`config.mk`:
```
export PLATFORM = sky130hd
export DESIGN_NAME = smpp_pdu_deframer_flat
export DESIGN_NICKNAME = d
export VERILOG_FILES = /design/src/design/spd_pkg.sv /design/src/design/spd_if.sv /design/src/design/smpp_pdu_deframer.sv /design/src/flat_wrapper.sv
export SDC_FILE = /design/constraint.sdc
export NUM_CORES = 1
export LEC_CHECK = 0
export BUFFER_PORTS_ARGS = -buffer_cell sky130_fd_sc_hd__buf_2
export CAP_MARGIN = 10
export CORE_ASPECT_RATIO = 0.7
export CORE_MARGIN = 4
export CORE_UTILIZATION = 50
export CTS_CLUSTER_DIAMETER = 200
export CTS_CLUSTER_SIZE = 14
export DETAILED_ROUTE_END_ITERATION = 8
export PLACE_DENSITY = 0.75
export SYNTH_ARGS = -nofsm -noshare
export SYNTH_HDL_FRONTEND = slang
export SYNTH_SLANG_ARGS = --single-unit
export TNS_END_PERCENT = 1
```
`constraint.sdc`:
```
create_clock -name clk_i -period 21.2 [get_ports clk_i]
set_clock_uncertainty 0.2 [all_clocks]
set_input_delay 3.18 -clock clk_i [delete_from_list [all_inputs] [get_ports clk_i]]
set_output_delay 3.18 -clock clk_i [all_outputs]
set_load 0.05 [all_outputs]
```
`src/design/spd_pkg.sv`:
```
`timescale 1ns / 1ps

package spd_pkg;

  // framer phase codes
  localparam logic [1:0] PH_HEADER = 2'd0;
  localparam logic [1:0] PH_BODY   = 2'd1;
  localparam logic [1:0] PH_DONE   = 2'd2;
  localparam logic [1:0] PH_ERROR  = 2'd3;

  // header size in bytes
  localparam logic [31:0] HDR_BYTES = 32'd16;

  // command codes of the input channel
  localparam logic FUNC_DATA  = 1'b0;
  localparam logic FUNC_CLEAR = 1'b1;

  typedef logic [1:0] phase_t;

  // one result item
  typedef struct packed {
    logic        accepted;
    logic [7:0]  byte_out;
    logic [31:0] byte_offset;
    phase_t      phase;
    logic        header_done;
    logic        header_error;
    logic        pdu_done;
    logic [31:0] pdu_length;
    logic [31:0] command_code;
    logic [31:0] status_code;
    logic [31:0] sequence_no;
    logic        chunk_end;
  } result_t;

endpackage

```
`src/design/spd_if.sv`:
```
`timescale 1ns / 1ps

// byte input channel
interface spd_in_if;
  logic       valid;
  logic       ready;
  logic       func;
  logic [7:0] data_byte;
  logic       end_of_chunk;

  modport source (output valid, output func, output data_byte, output end_of_chunk,
                  input ready);
  modport sink   (input valid, input func, input data_byte, input end_of_chunk,
                  output ready);
endinterface

// framing result channel
interface spd_out_if;
  logic            valid;
  logic            ready;
  logic            accepted;
  logic [7:0]      byte_out;
  logic [31:0]     byte_offset;
  spd_pkg::phase_t phase;
  logic            header_done;
  logic            header_error;
  logic            pdu_done;
  logic [31:0]     pdu_length;
  logic [31:0]     command_code;
  logic [31:0]     status_code;
  logic [31:0]     sequence_no;
  logic            chunk_end;

  modport source (output valid, output accepted, output byte_out, output byte_offset,
                  output phase, output header_done, output header_error,
                  output pdu_done, output pdu_length, output command_code,
                  output status_code, output sequence_no, output chunk_end,
                  input ready);
  modport sink   (input valid, input accepted, input byte_out, input byte_offset,
                  input phase, input header_done, input header_error,
                  input pdu_done, input pdu_length, input command_code,
                  input status_code, input sequence_no, input chunk_end,
                  output ready);
endinterface

```
`src/design/smpp_pdu_deframer.sv`:
```
`timescale 1ns / 1ps

// channel  | dir | contents
// ---------+-----+----------------------------------------------------------
// in_i     | in  | func, data_byte, end_of_chunk (valid/ready)
// out_o    | out | accepted, byte_out, byte_offset, phase, flags, header, chunk_end
//
// One byte per cycle while in_i.ready is high: every transaction updates the framing
// state in the cycle it is accepted, and its result is registered for out_o.
// The result side has an output register plus one skid register, so in_i.ready
// is a register and drops only when both hold results not yet taken.
// rst_ni clears the framer to waiting for a header with all header fields zero.

module smpp_pdu_deframer (
  input  logic          clk_i,
  input  logic          rst_ni,
  spd_in_if.sink        in_i,
  spd_out_if.source     out_o
);

  // framing state
  spd_pkg::phase_t phase_q, phase_d;
  logic [31:0]     count_q, count_d;
  logic [31:0]     len_q, len_d;
  logic [31:0]     cmd_q, cmd_d;
  logic [31:0]     stat_q, stat_d;
  logic [31:0]     seq_q, seq_d;

  // result buffering
  logic             out_valid_q, skid_valid_q;
  spd_pkg::result_t out_q, skid_q;
  spd_pkg::result_t res;

  logic        push, pop;
  logic [31:0] count_inc;

  assign push      = in_i.valid & in_i.ready;
  assign pop       = out_valid_q & out_o.ready;
  assign in_i.ready = ~skid_valid_q;
  assign count_inc = count_q + 32'd1;

  // next framing state and result for the incoming byte
  always_comb begin
    phase_d = phase_q;
    count_d = count_q;
    len_d   = len_q;
    cmd_d   = cmd_q;
    stat_d  = stat_q;
    seq_d   = seq_q;

    res              = '0;
    res.chunk_end    = in_i.end_of_chunk;

    if (in_i.func == spd_pkg::FUNC_CLEAR) begin
      phase_d = spd_pkg::PH_HEADER;
      count_d = '0;
      len_d   = '0;
      cmd_d   = '0;
      stat_d  = '0;
      seq_d   = '0;
    end else if (phase_q == spd_pkg::PH_HEADER) begin
      res.accepted    = 1'b1;
      res.byte_out    = in_i.data_byte;
      res.byte_offset = count_q;
      // shift the byte into the field selected by its header position
      unique case (count_q[3:2])
        2'd0:    len_d  = {len_q[23:0], in_i.data_byte};
        2'd1:    cmd_d  = {cmd_q[23:0], in_i.data_byte};
        2'd2:    stat_d = {stat_q[23:0], in_i.data_byte};
        default: seq_d  = {seq_q[23:0], in_i.data_byte};
      endcase
      count_d = count_inc;
      // last header byte: check the length field
      if (count_q[3:0] == 4'hf) begin
        if (len_q < spd_pkg::HDR_BYTES) begin
          phase_d          = spd_pkg::PH_ERROR;
          res.header_error = 1'b1;
        end else begin
          res.header_done = 1'b1;
          if (len_q == spd_pkg::HDR_BYTES) begin
            phase_d      = spd_pkg::PH_DONE;
            res.pdu_done = 1'b1;
          end else begin
            phase_d = spd_pkg::PH_BODY;
          end
        end
      end
    end else if (phase_q == spd_pkg::PH_BODY) begin
      res.accepted    = 1'b1;
      res.byte_out    = in_i.data_byte;
      res.byte_offset = count_q;
      count_d         = count_inc;
      if (count_inc >= len_q) begin
        phase_d      = spd_pkg::PH_DONE;
        res.pdu_done = 1'b1;
      end
    end

    res.phase        = phase_d;
    res.pdu_length   = len_d;
    res.command_code = cmd_d;
    res.status_code  = stat_d;
    res.sequence_no  = seq_d;
  end

  // framing state registers
  always_ff @(posedge clk_i or negedge rst_ni) begin
    if (!rst_ni) begin
      phase_q <= spd_pkg::PH_HEADER;
      count_q <= '0;
      len_q   <= '0;
      cmd_q   <= '0;
      stat_q  <= '0;
      seq_q   <= '0;
    end else if (push) begin
      phase_q <= phase_d;
      count_q <= count_d;
      len_q   <= len_d;
      cmd_q   <= cmd_d;
      stat_q  <= stat_d;
      seq_q   <= seq_d;
    end
  end

  // output register and skid valid flags
  always_ff @(posedge clk_i or negedge rst_ni) begin
    if (!rst_ni) begin
      out_valid_q  <= 1'b0;
      skid_valid_q <= 1'b0;
    end else if (skid_valid_q) begin
      if (pop) begin
        skid_valid_q <= 1'b0;
      end
    end else if (push) begin
      if (out_valid_q && !pop) begin
        skid_valid_q <= 1'b1;
      end else begin
        out_valid_q <= 1'b1;
      end
    end else if (pop) begin
      out_valid_q <= 1'b0;
    end
  end

  // result payload registers
  always_ff @(posedge clk_i) begin
    if (skid_valid_q) begin
      if (pop) begin
        out_q <= skid_q;
      end
    end else if (push) begin
      if (out_valid_q && !pop) begin
        skid_q <= res;
      end else begin
        out_q <= res;
      end
    end
  end

  // result port
  assign out_o.valid        = out_valid_q;
  assign out_o.accepted     = out_q.accepted;
  assign out_o.byte_out     = out_q.byte_out;
  assign out_o.byte_offset  = out_q.byte_offset;
  assign out_o.phase        = out_q.phase;
  assign out_o.header_done  = out_q.header_done;
  assign out_o.header_error = out_q.header_error;
  assign out_o.pdu_done     = out_q.pdu_done;
  assign out_o.pdu_length   = out_q.pdu_length;
  assign out_o.command_code = out_q.command_code;
  assign out_o.status_code  = out_q.status_code;
  assign out_o.sequence_no  = out_q.sequence_no;
  assign out_o.chunk_end    = out_q.chunk_end;

endmodule
```
`src/flat_wrapper.sv`:
```
// flat-port wrapper written by rule: the top's interface ports become plain ports
module smpp_pdu_deframer_flat 
  (clk_i, rst_ni, in_i_valid, in_i_func, in_i_data_byte, in_i_end_of_chunk, in_i_ready, out_o_valid, out_o_accepted, out_o_byte_out, out_o_byte_offset, out_o_phase, out_o_header_done, out_o_header_error, out_o_pdu_done, out_o_pdu_length, out_o_command_code, out_o_status_code, out_o_sequence_no, out_o_chunk_end, out_o_ready);
  spd_in_if in_i_i ();
  spd_out_if out_o_i ();
  input  logic clk_i;
  input  logic rst_ni;
  input wire logic [$bits(in_i_i.valid)-1:0] in_i_valid;
  input wire logic [$bits(in_i_i.func)-1:0] in_i_func;
  input wire logic [$bits(in_i_i.data_byte)-1:0] in_i_data_byte;
  input wire logic [$bits(in_i_i.end_of_chunk)-1:0] in_i_end_of_chunk;
  output wire logic [$bits(in_i_i.ready)-1:0] in_i_ready;
  output wire logic [$bits(out_o_i.valid)-1:0] out_o_valid;
  output wire logic [$bits(out_o_i.accepted)-1:0] out_o_accepted;
  output wire logic [$bits(out_o_i.byte_out)-1:0] out_o_byte_out;
  output wire logic [$bits(out_o_i.byte_offset)-1:0] out_o_byte_offset;
  output wire logic [$bits(out_o_i.phase)-1:0] out_o_phase;
  output wire logic [$bits(out_o_i.header_done)-1:0] out_o_header_done;
  output wire logic [$bits(out_o_i.header_error)-1:0] out_o_header_error;
  output wire logic [$bits(out_o_i.pdu_done)-1:0] out_o_pdu_done;
  output wire logic [$bits(out_o_i.pdu_length)-1:0] out_o_pdu_length;
  output wire logic [$bits(out_o_i.command_code)-1:0] out_o_command_code;
  output wire logic [$bits(out_o_i.status_code)-1:0] out_o_status_code;
  output wire logic [$bits(out_o_i.sequence_no)-1:0] out_o_sequence_no;
  output wire logic [$bits(out_o_i.chunk_end)-1:0] out_o_chunk_end;
  input wire logic [$bits(out_o_i.ready)-1:0] out_o_ready;
  assign in_i_i.valid = in_i_valid;
  assign in_i_i.func = in_i_func;
  assign in_i_i.data_byte = in_i_data_byte;
  assign in_i_i.end_of_chunk = in_i_end_of_chunk;
  assign in_i_ready = in_i_i.ready;
  assign out_o_valid = out_o_i.valid;
  assign out_o_accepted = out_o_i.accepted;
  assign out_o_byte_out = out_o_i.byte_out;
  assign out_o_byte_offset = out_o_i.byte_offset;
  assign out_o_phase = out_o_i.phase;
  assign out_o_header_done = out_o_i.header_done;
  assign out_o_header_error = out_o_i.header_error;
  assign out_o_pdu_done = out_o_i.pdu_done;
  assign out_o_pdu_length = out_o_i.pdu_length;
  assign out_o_command_code = out_o_i.command_code;
  assign out_o_status_code = out_o_i.status_code;
  assign out_o_sequence_no = out_o_i.sequence_no;
  assign out_o_chunk_end = out_o_i.chunk_end;
  assign out_o_i.ready = out_o_ready;
  smpp_pdu_deframer u_core (.clk_i(clk_i), .rst_ni(rst_ni), .in_i(in_i_i), .out_o(out_o_i));
endmodule
```
==> flow_metrics.py, run 1 <==
metrics = {
    "synth": {
        "synth_seq_area_share_pct": 65.12,
        "synth_area_per_cell_sq_um": 12.57,
        "netlist.area_leader.share_pct": 46.83,
        "synth-seq-cells": 514,
        "synth-main-ff-cell": "edfxtp_1",
        "synth_common_cells": "nand2_1, edfxtp_1, mux2_2",
        "synthArstFlopShare_pct": 31.91,
        "synthTopCellsByArea": "edfxtp_1, dfrtp_1, mux2_2",
        "synthDistinctLibCells": 53,
        "synth_top_area_cell": "edfxtp_1",
        "yosysMostFrequentCell": "nand2_1",
        "netlist_instances": 1785,
        "yosysWarnings": 0,
        "synth_edf_count": 350,
        "synth_nets": 1832,
        "syn-cell-area_sq_um": 22440,
    },
    "global_route": {
        "grt_overflow": 0,
        "grt_pass1_vias": 13816,
        "grt_first_pass_wirelength_mm": 80.29,
        "grt_max_degree": 166,
        "grtUsageTotal_pct": 21.11,
        "antenna_found_initial": 3,
    },
    "sta": {
        "maxSlewViolCount": 0,
        "holdWs_ns": 0.2832,
        "fmax_mhz": 171.9,
        "setup_viol": 0,
        "finalCritPeriodShare_pct": 27.45,
        "relSlewSlack_pct": 16.95,
        "worst_pin_slew_ns": 1.246,
        "rsz0062_at_grt": "false",
        "fin_crit_ns": 5.818,
        "finalHoldViolCount": 0,
        "timing.setup.tns_ns": 0,
    },
    "worst_setup_path": {
        "cpMostUsedCell": "buf_4",
        "worstPathCellList": "buf_2 -> nor2b_4 -> buf_12 -> a21oi_1 -> a21oi_4 -> buf_4 -> buf_4",
        "path_class": "in2reg",
        "crit_family": "buffers and inverters",
        "reg2reg_depth": 12,
        "critical_path.max_stage_delay_ns": 0.88,
        "path_max_fanout": 165,
        "path_buf_inv": 4,
        "arrival_ns": 5.79,
        "critical_path_required_ns": 21.17,
        "setup.worst_path.end_class": "flip-flop",
        "r2r-start": "u_core.count_q[2]$_DFFE_PN0P_",
        "slowest_stage": "buf_4",
        "start_kind": "input port",
        "timing.rr.end": "u_core.out_o.phase[1]$_DFFE_PP_",
        "rrSetupSlack_ns": 16.74,
    },
    "floorplan": {
        "pin_count": 191,
        "core_sq_um": 44040,
        "fp-row-count": 64,
        "initial_utilization_pct": 50.95,
        "dieArea_sq_um": 48390,
        "die_w_microns": 261.2,
        "fp.dieH_microns": 185.3,
    },
    "power_and_ir_drop": {
        "power_density_nw_per_um2": 137.2,
        "p_leak_uw": 0.01008,
        "ir_worst_vdd_mv": 0.09649,
    },
    "detailed_routing": {
        "wl_per_cell_microns": 20.24,
        "postRouteWirelength_mm": 51.81,
        "dr.pass1.iters": 5,
        "routed_via_density": 5.627,
        "antenna_left": 0,
        "vias": 14406,
        "drt_iter0_drc": 1292,
        "drc_errors": 0,
    },
    "clock_network": {
        "holdBufCountCts": 0,
        "cts_max_path_buffers": 3,
        "clock_latency_ns": 0.55,
        "cts.sinks": 514,
        "ctsRootBufferMaster": "clkbuf_16",
        "post_cts_buffers": 0,
        "htreeDepth": 2,
        "numCtsBuffers": 42,
        "cts_tree": "yes",
        "cts-resized-gates": 0,
        "path_clk_slew_ns": 0.07,
    },
    "final_layout": {
        "synthToLayoutAreaGrowth_pct": 12.33,
        "num-fill-cells": 3559,
        "largest-register": "u_core.skid_q",
        "largest_reg_flops": 175,
        "final_util_pct": 57.24,
        "final_nets": 1978,
        "drive_above_1_share_pct": 25.90,
    },
    "place": {
        "gp_congestion": 0.8771,
        "portBuffers": 190,
        "dp_hpwl_mm": 32.63,
    },
    "outcome": {
        "status": "finished, final reports clean",
    },
    "worst_hold_path": {
        "whs_endpoint": "u_core.seq_q[24]$_DFFE_PN0P_",
        "hold_class": "reg2reg",
        "worstHoldStart": "u_core.seq_q[24]$_DFFE_PN0P_",
        "hold_depth": 2,
    },
    "flow_run": {
        "maxCapViolCount": 0,
    },
}
-- routing by layer --
layer,global-route usage [%],part of all wire [%],vias to the layer above
met2,30.91,43,521
met5,0,0,-
li1,-,-,6635
met4,4.012,1.4,0
met3,4.305,7.6,51
met1,33.07,48,7199
-- kinds of logic (layout without fill, tap and decap cells) --
| group | after synthesis | after routing | share of synthesized area, % |
|---|---|---|---|
| fa+ha+maj | 33 | 33 | 1.840 |
| mux | 235 | 235 | 11.79 |
| compound gates | 270 | 270 | 6.685 |
| flops | 514 | 514 | 65.12 |
| buf+inv | 146 | 326 | 2.548 |
| xor+xnor | 30 | 30 | 1.171 |
| simple gates | 557 | 557 | 10.84 |
| other cells | 0 | 1 | 0 |
-- stage by stage --
step	worst slack (ns)	area, sq um	std cells	power, uW
after floorplan	7.840	22440	1785	2453
after global placement	14.78	23910	2480	2712
after detailed placement	14.76	23910	2480	2727
after CTS	15.33	25180	2558	3482
after global routing	15.16	25210	2560	3611
final	15.38	25210	2560	3459
-- tightest hold or removal path, cell delays in order, from the launching register on --
cell     delay [ns]
dfrtp_1        0.34
nand2_1        0.05
nand2_1        0.06
-- where the power goes --
group / internal (uW) / switching [uW] / leakage [uW] / total (uW)
Sequential: 1360 / 94.7 / 0.00564 / 1460
Clock: 404 / 344 / 0.000605 / 748
Combinational: 305 / 949 / 0.00384 / 1250
-- cells in the final DEF, fill, tap and decap left out, drive strengths merged, types with 2 or more instances in the layout --
cell,netlist,final
or2,2,2
buf,23,209
ha,33,33
and3,9,9
o21a,3,3
o21bai,2,2
edfxtp,350,350
a2111oi,3,3
and2,40,40
nor2,21,21
and4,2,2
clkbuf,84,78
dfrtp,164,164
or3,5,5
nand2b,3,3
xor2,7,7
nand4,10,10
a22o,11,11
o21ai,62,62
o31ai,15,15
nand3,18,18
o22ai,3,3
a31oi,8,8
xnor2,23,23
nand2,420,420
or4,2,2
mux2,235,235
inv,38,39
nor3,12,12
a21oi,152,152
nor4,11,11
a21o,5,5
-- layout make-up --
| cell class | count | area, sq um | share of cell area (%) |
|---|---|---|---|
| sequential | 514 | 14610 | 57.97 |
| antenna | 1 | 2.502 | 0.009927 |
| multi-input combinational | 1125 | 7292 | 28.93 |
| inverter | 39 | 151.4 | 0.6006 |
| tap | 594 | 743.2 | 2.948 |
| clock buffer | 78 | 1271 | 5.043 |
| timing repair buffer | 209 | 1135 | 4.502 |
-- how the worst max path moves through the flow --
stage	startpoint	to	slack [ns]	depth (start not counted)
4_1_cts	in_i_valid	u_core.out_o.command_code[13]$_DFFE_PP_	15.33	7
2_1_floorplan	in_i_valid	u_core.out_o.accepted$_DFFE_PP_	7.84	5
3_5_place_dp	in_i_valid	u_core.out_o.pdu_length[21]$_DFFE_PP_	14.76	7
6_report	in_i_valid	u_core.out_o.pdu_length[20]$_DFFE_PP_	15.38	7
5_1_grt	in_i_valid	u_core.out_o.command_code[19]$_DFFE_PP_	15.16	7
3_3_place_gp	in_i_valid	u_core.out_o.byte_offset[6]$_DFFE_PP_	14.78	7
No activity file was read; power rests on OpenSTA's default activity.
==> inputs of run 2 (changes only) <==
clock period = 5.86 ns   (was 21.2 ns; I/O delays follow)
==> run 2 against run 1 <==
Via count fell by 0.65%. Worst setup slack got worse by 14 ns. Non-clock buffer count rose by 8. Global-route usage rose by 0.31 points. Critical path type is now reg2reg. Highest routed layer unchanged.
==> flow_metrics.py, run 2 (synthesis gave the netlist of run 1 again) <==
metrics = {
    "outcome": {
        "status": "finished, final reports clean",
    },
    "detailed_routing": {
        "dr.pass1.iters": 5,
        "drc_errors": 0,
        "antenna_left": 0,
        "wl_per_cell_microns": 20.46,
        "vias": 14312,
        "postRouteWirelength_mm": 52.46,
        "drt_iter0_drc": 1246,
        "routed_via_density": 5.582,
    },
    "final_layout": {
        "num-fill-cells": 3643,
        "final_cell_mix": "nand2_1, edfxtp_1, mux2_2",
        "final_nets": 1986,
        "final_common_cell": "nand2_1",
        "final_cells": 2564,
        "final_area_sq_um": 25220,
        "synthToLayoutAreaGrowth_pct": 12.39,
        "largest_reg_flops": 175,
        "diodes": 0,
        "final_util_pct": 57.27,
        "drive_above_1_share_pct": 26.19,
        "largest-register": "u_core.skid_q",
    },
    "worst_setup_path": {
        "path_class": "reg2reg",
        "r2r-start": "u_core.count_q[2]$_DFFE_PN0P_",
        "setup.worst_path.end_class": "flip-flop",
        "rrSetupSlack_ns": 1.34,
        "critical_path_required_ns": 5.90,
        "arrival_ns": 4.57,
        "start_kind": "flip-flop",
        "startpoint": "u_core.count_q[2]$_DFFE_PN0P_",
        "crit_end": "u_core.out_o.phase[1]$_DFFE_PP_",
        "path_max_fanout": 14,
        "reg2reg_depth": 11,
        "timing.rr.end": "u_core.out_o.phase[1]$_DFFE_PP_",
    },
    "clock_network": {
        "htreeDepth": 2,
        "cts_max_path_buffers": 3,
        "cts.sinks": 514,
        "cts_tree": "yes",
        "cts-resized-gates": 0,
        "post_cts_buffers": 0,
        "numCtsBuffers": 42,
        "holdBufCountCts": 0,
        "path_clk_slew_ns": 0.07,
        "clock_latency_ns": 0.55,
        "ctsRootBufferMaster": "clkbuf_16",
    },
    "floorplan": {
        "dieArea_sq_um": 48390,
        "fp.dieH_microns": 185.3,
        "die_w_microns": 261.2,
        "fp-row-count": 64,
        "pin_count": 191,
        "initial_utilization_pct": 50.95,
        "core_sq_um": 44040,
    },
    "global_route": {
        "grt_overflow": 0,
        "grt_max_degree": 99,
        "grt_pass1_vias": 13830,
        "grtUsageTotal_pct": 21.42,
        "antenna_found_initial": 0,
        "grt_first_pass_wirelength_mm": 81.12,
    },
    "sta": {
        "fin_ws_ns": 1.337,
        "worst_pin_slew_ns": 1.195,
        "rsz0062_at_grt": "false",
        "fmax_mhz": 221.1,
        "maxSlewViolCount": 0,
        "relSlewSlack_pct": 20.16,
        "holdWs_ns": 0.2492,
        "fin_crit_ns": 4.523,
        "setup_viol": 0,
        "finalCritPeriodShare_pct": 77.19,
        "finalHoldViolCount": 0,
    },
    "flow_run": {
        "maxCapViolCount": 0,
    },
    "place": {
        "placedCellCount": 2489,
        "portBuffers": 190,
        "dp_hpwl_mm": 33.63,
        "gp_congestion": 0.8950,
        "placed_cell_area_sq_um": 24000,
        "pre_cts_slack_ns": 1.382,
    },
    "power_and_ir_drop": {
        "power_density_nw_per_um2": 494.6,
        "ir_worst_vdd_mv": 0.3357,
        "p_leak_uw": 0.01010,
    },
    "worst_hold_path": {
        "hold_class": "in2async",
    },
}
==> run 2: cell types whose count changed in the layout (fill, tap and decap cells not counted), sizes merged <==
| cell | change |
|---|---|
| buf | +8 |
| clkbuf | -4 |
| diode | -1 |
| inv | +1 |
==> run 2: power breakdown <==
part,internal [uW],switching [uW]
Sequential,4920,338
Clock,1400,1250
Combinational,1110,3450
==> run 2: cell type report <==
type / instances / area (sq um) / area share (%)
Clock inverter: 1 / 8.758 / 0.03472
Timing Repair Buffer: 217 / 1200 / 4.757
Multi-Input combinational cell: 1125 / 7292 / 28.91
Inverter: 39 / 151.4 / 0.6002
Tap cell: 594 / 743.2 / 2.947
Sequential cell: 514 / 14610 / 57.94
Clock buffer: 74 / 1214 / 4.812
==> run 2: metrics by stage <==
stage	total power [uW]	TNS [ns]
floorplan	8746	-101.86
global placement	9855	0
detailed placement	9903	0
CTS	12560	0
global route	13020	0
finish	12480	0
==> run 2: worst min-delay path by stage <==
stage                                       from                      endpoint  cells past startpoint
finish                                    rst_ni  u_core.len_q[17]$_DFFE_PN0P_                      1
global route                              rst_ni  u_core.len_q[17]$_DFFE_PN0P_                      1
CTS                 u_core.seq_q[30]$_DFFE_PN0P_  u_core.seq_q[30]$_DFFE_PN0P_                      2
detailed placement  u_core.seq_q[30]$_DFFE_PN0P_  u_core.seq_q[30]$_DFFE_PN0P_                      2
global placement    u_core.seq_q[24]$_DFFE_PN0P_  u_core.seq_q[24]$_DFFE_PN0P_                      2
floorplan           u_core.seq_q[24]$_DFFE_PN0P_  u_core.seq_q[24]$_DFFE_PN0P_                      2
==> run 2: worst max-delay path, cell delays in order, from the launching register on <==
cell and delay, ns:
dfrtp_1 0.61, and4_4 0.36, nand4b_4 0.17, nor3_1 0.53, xnor2_1 0.19, ha_1 0.27, a21oi_1 0.14, o21ai_0 0.19
o2bb2ai_1 0.18, a2111oi_0 0.92, and2_1 0.31, a41oi_1 0.13
==> run 2: per-layer routing <==
layer / part of all wire [%] / track usage, % / vias up
met5: 0 / 0 / -
met4: 1.9 / 4.588 / 0
met3: 6.8 / 4.141 / 65
met2: 44 / 31.47 / 442
met1: 48 / 33.42 / 7157
li1: - / - / 6648
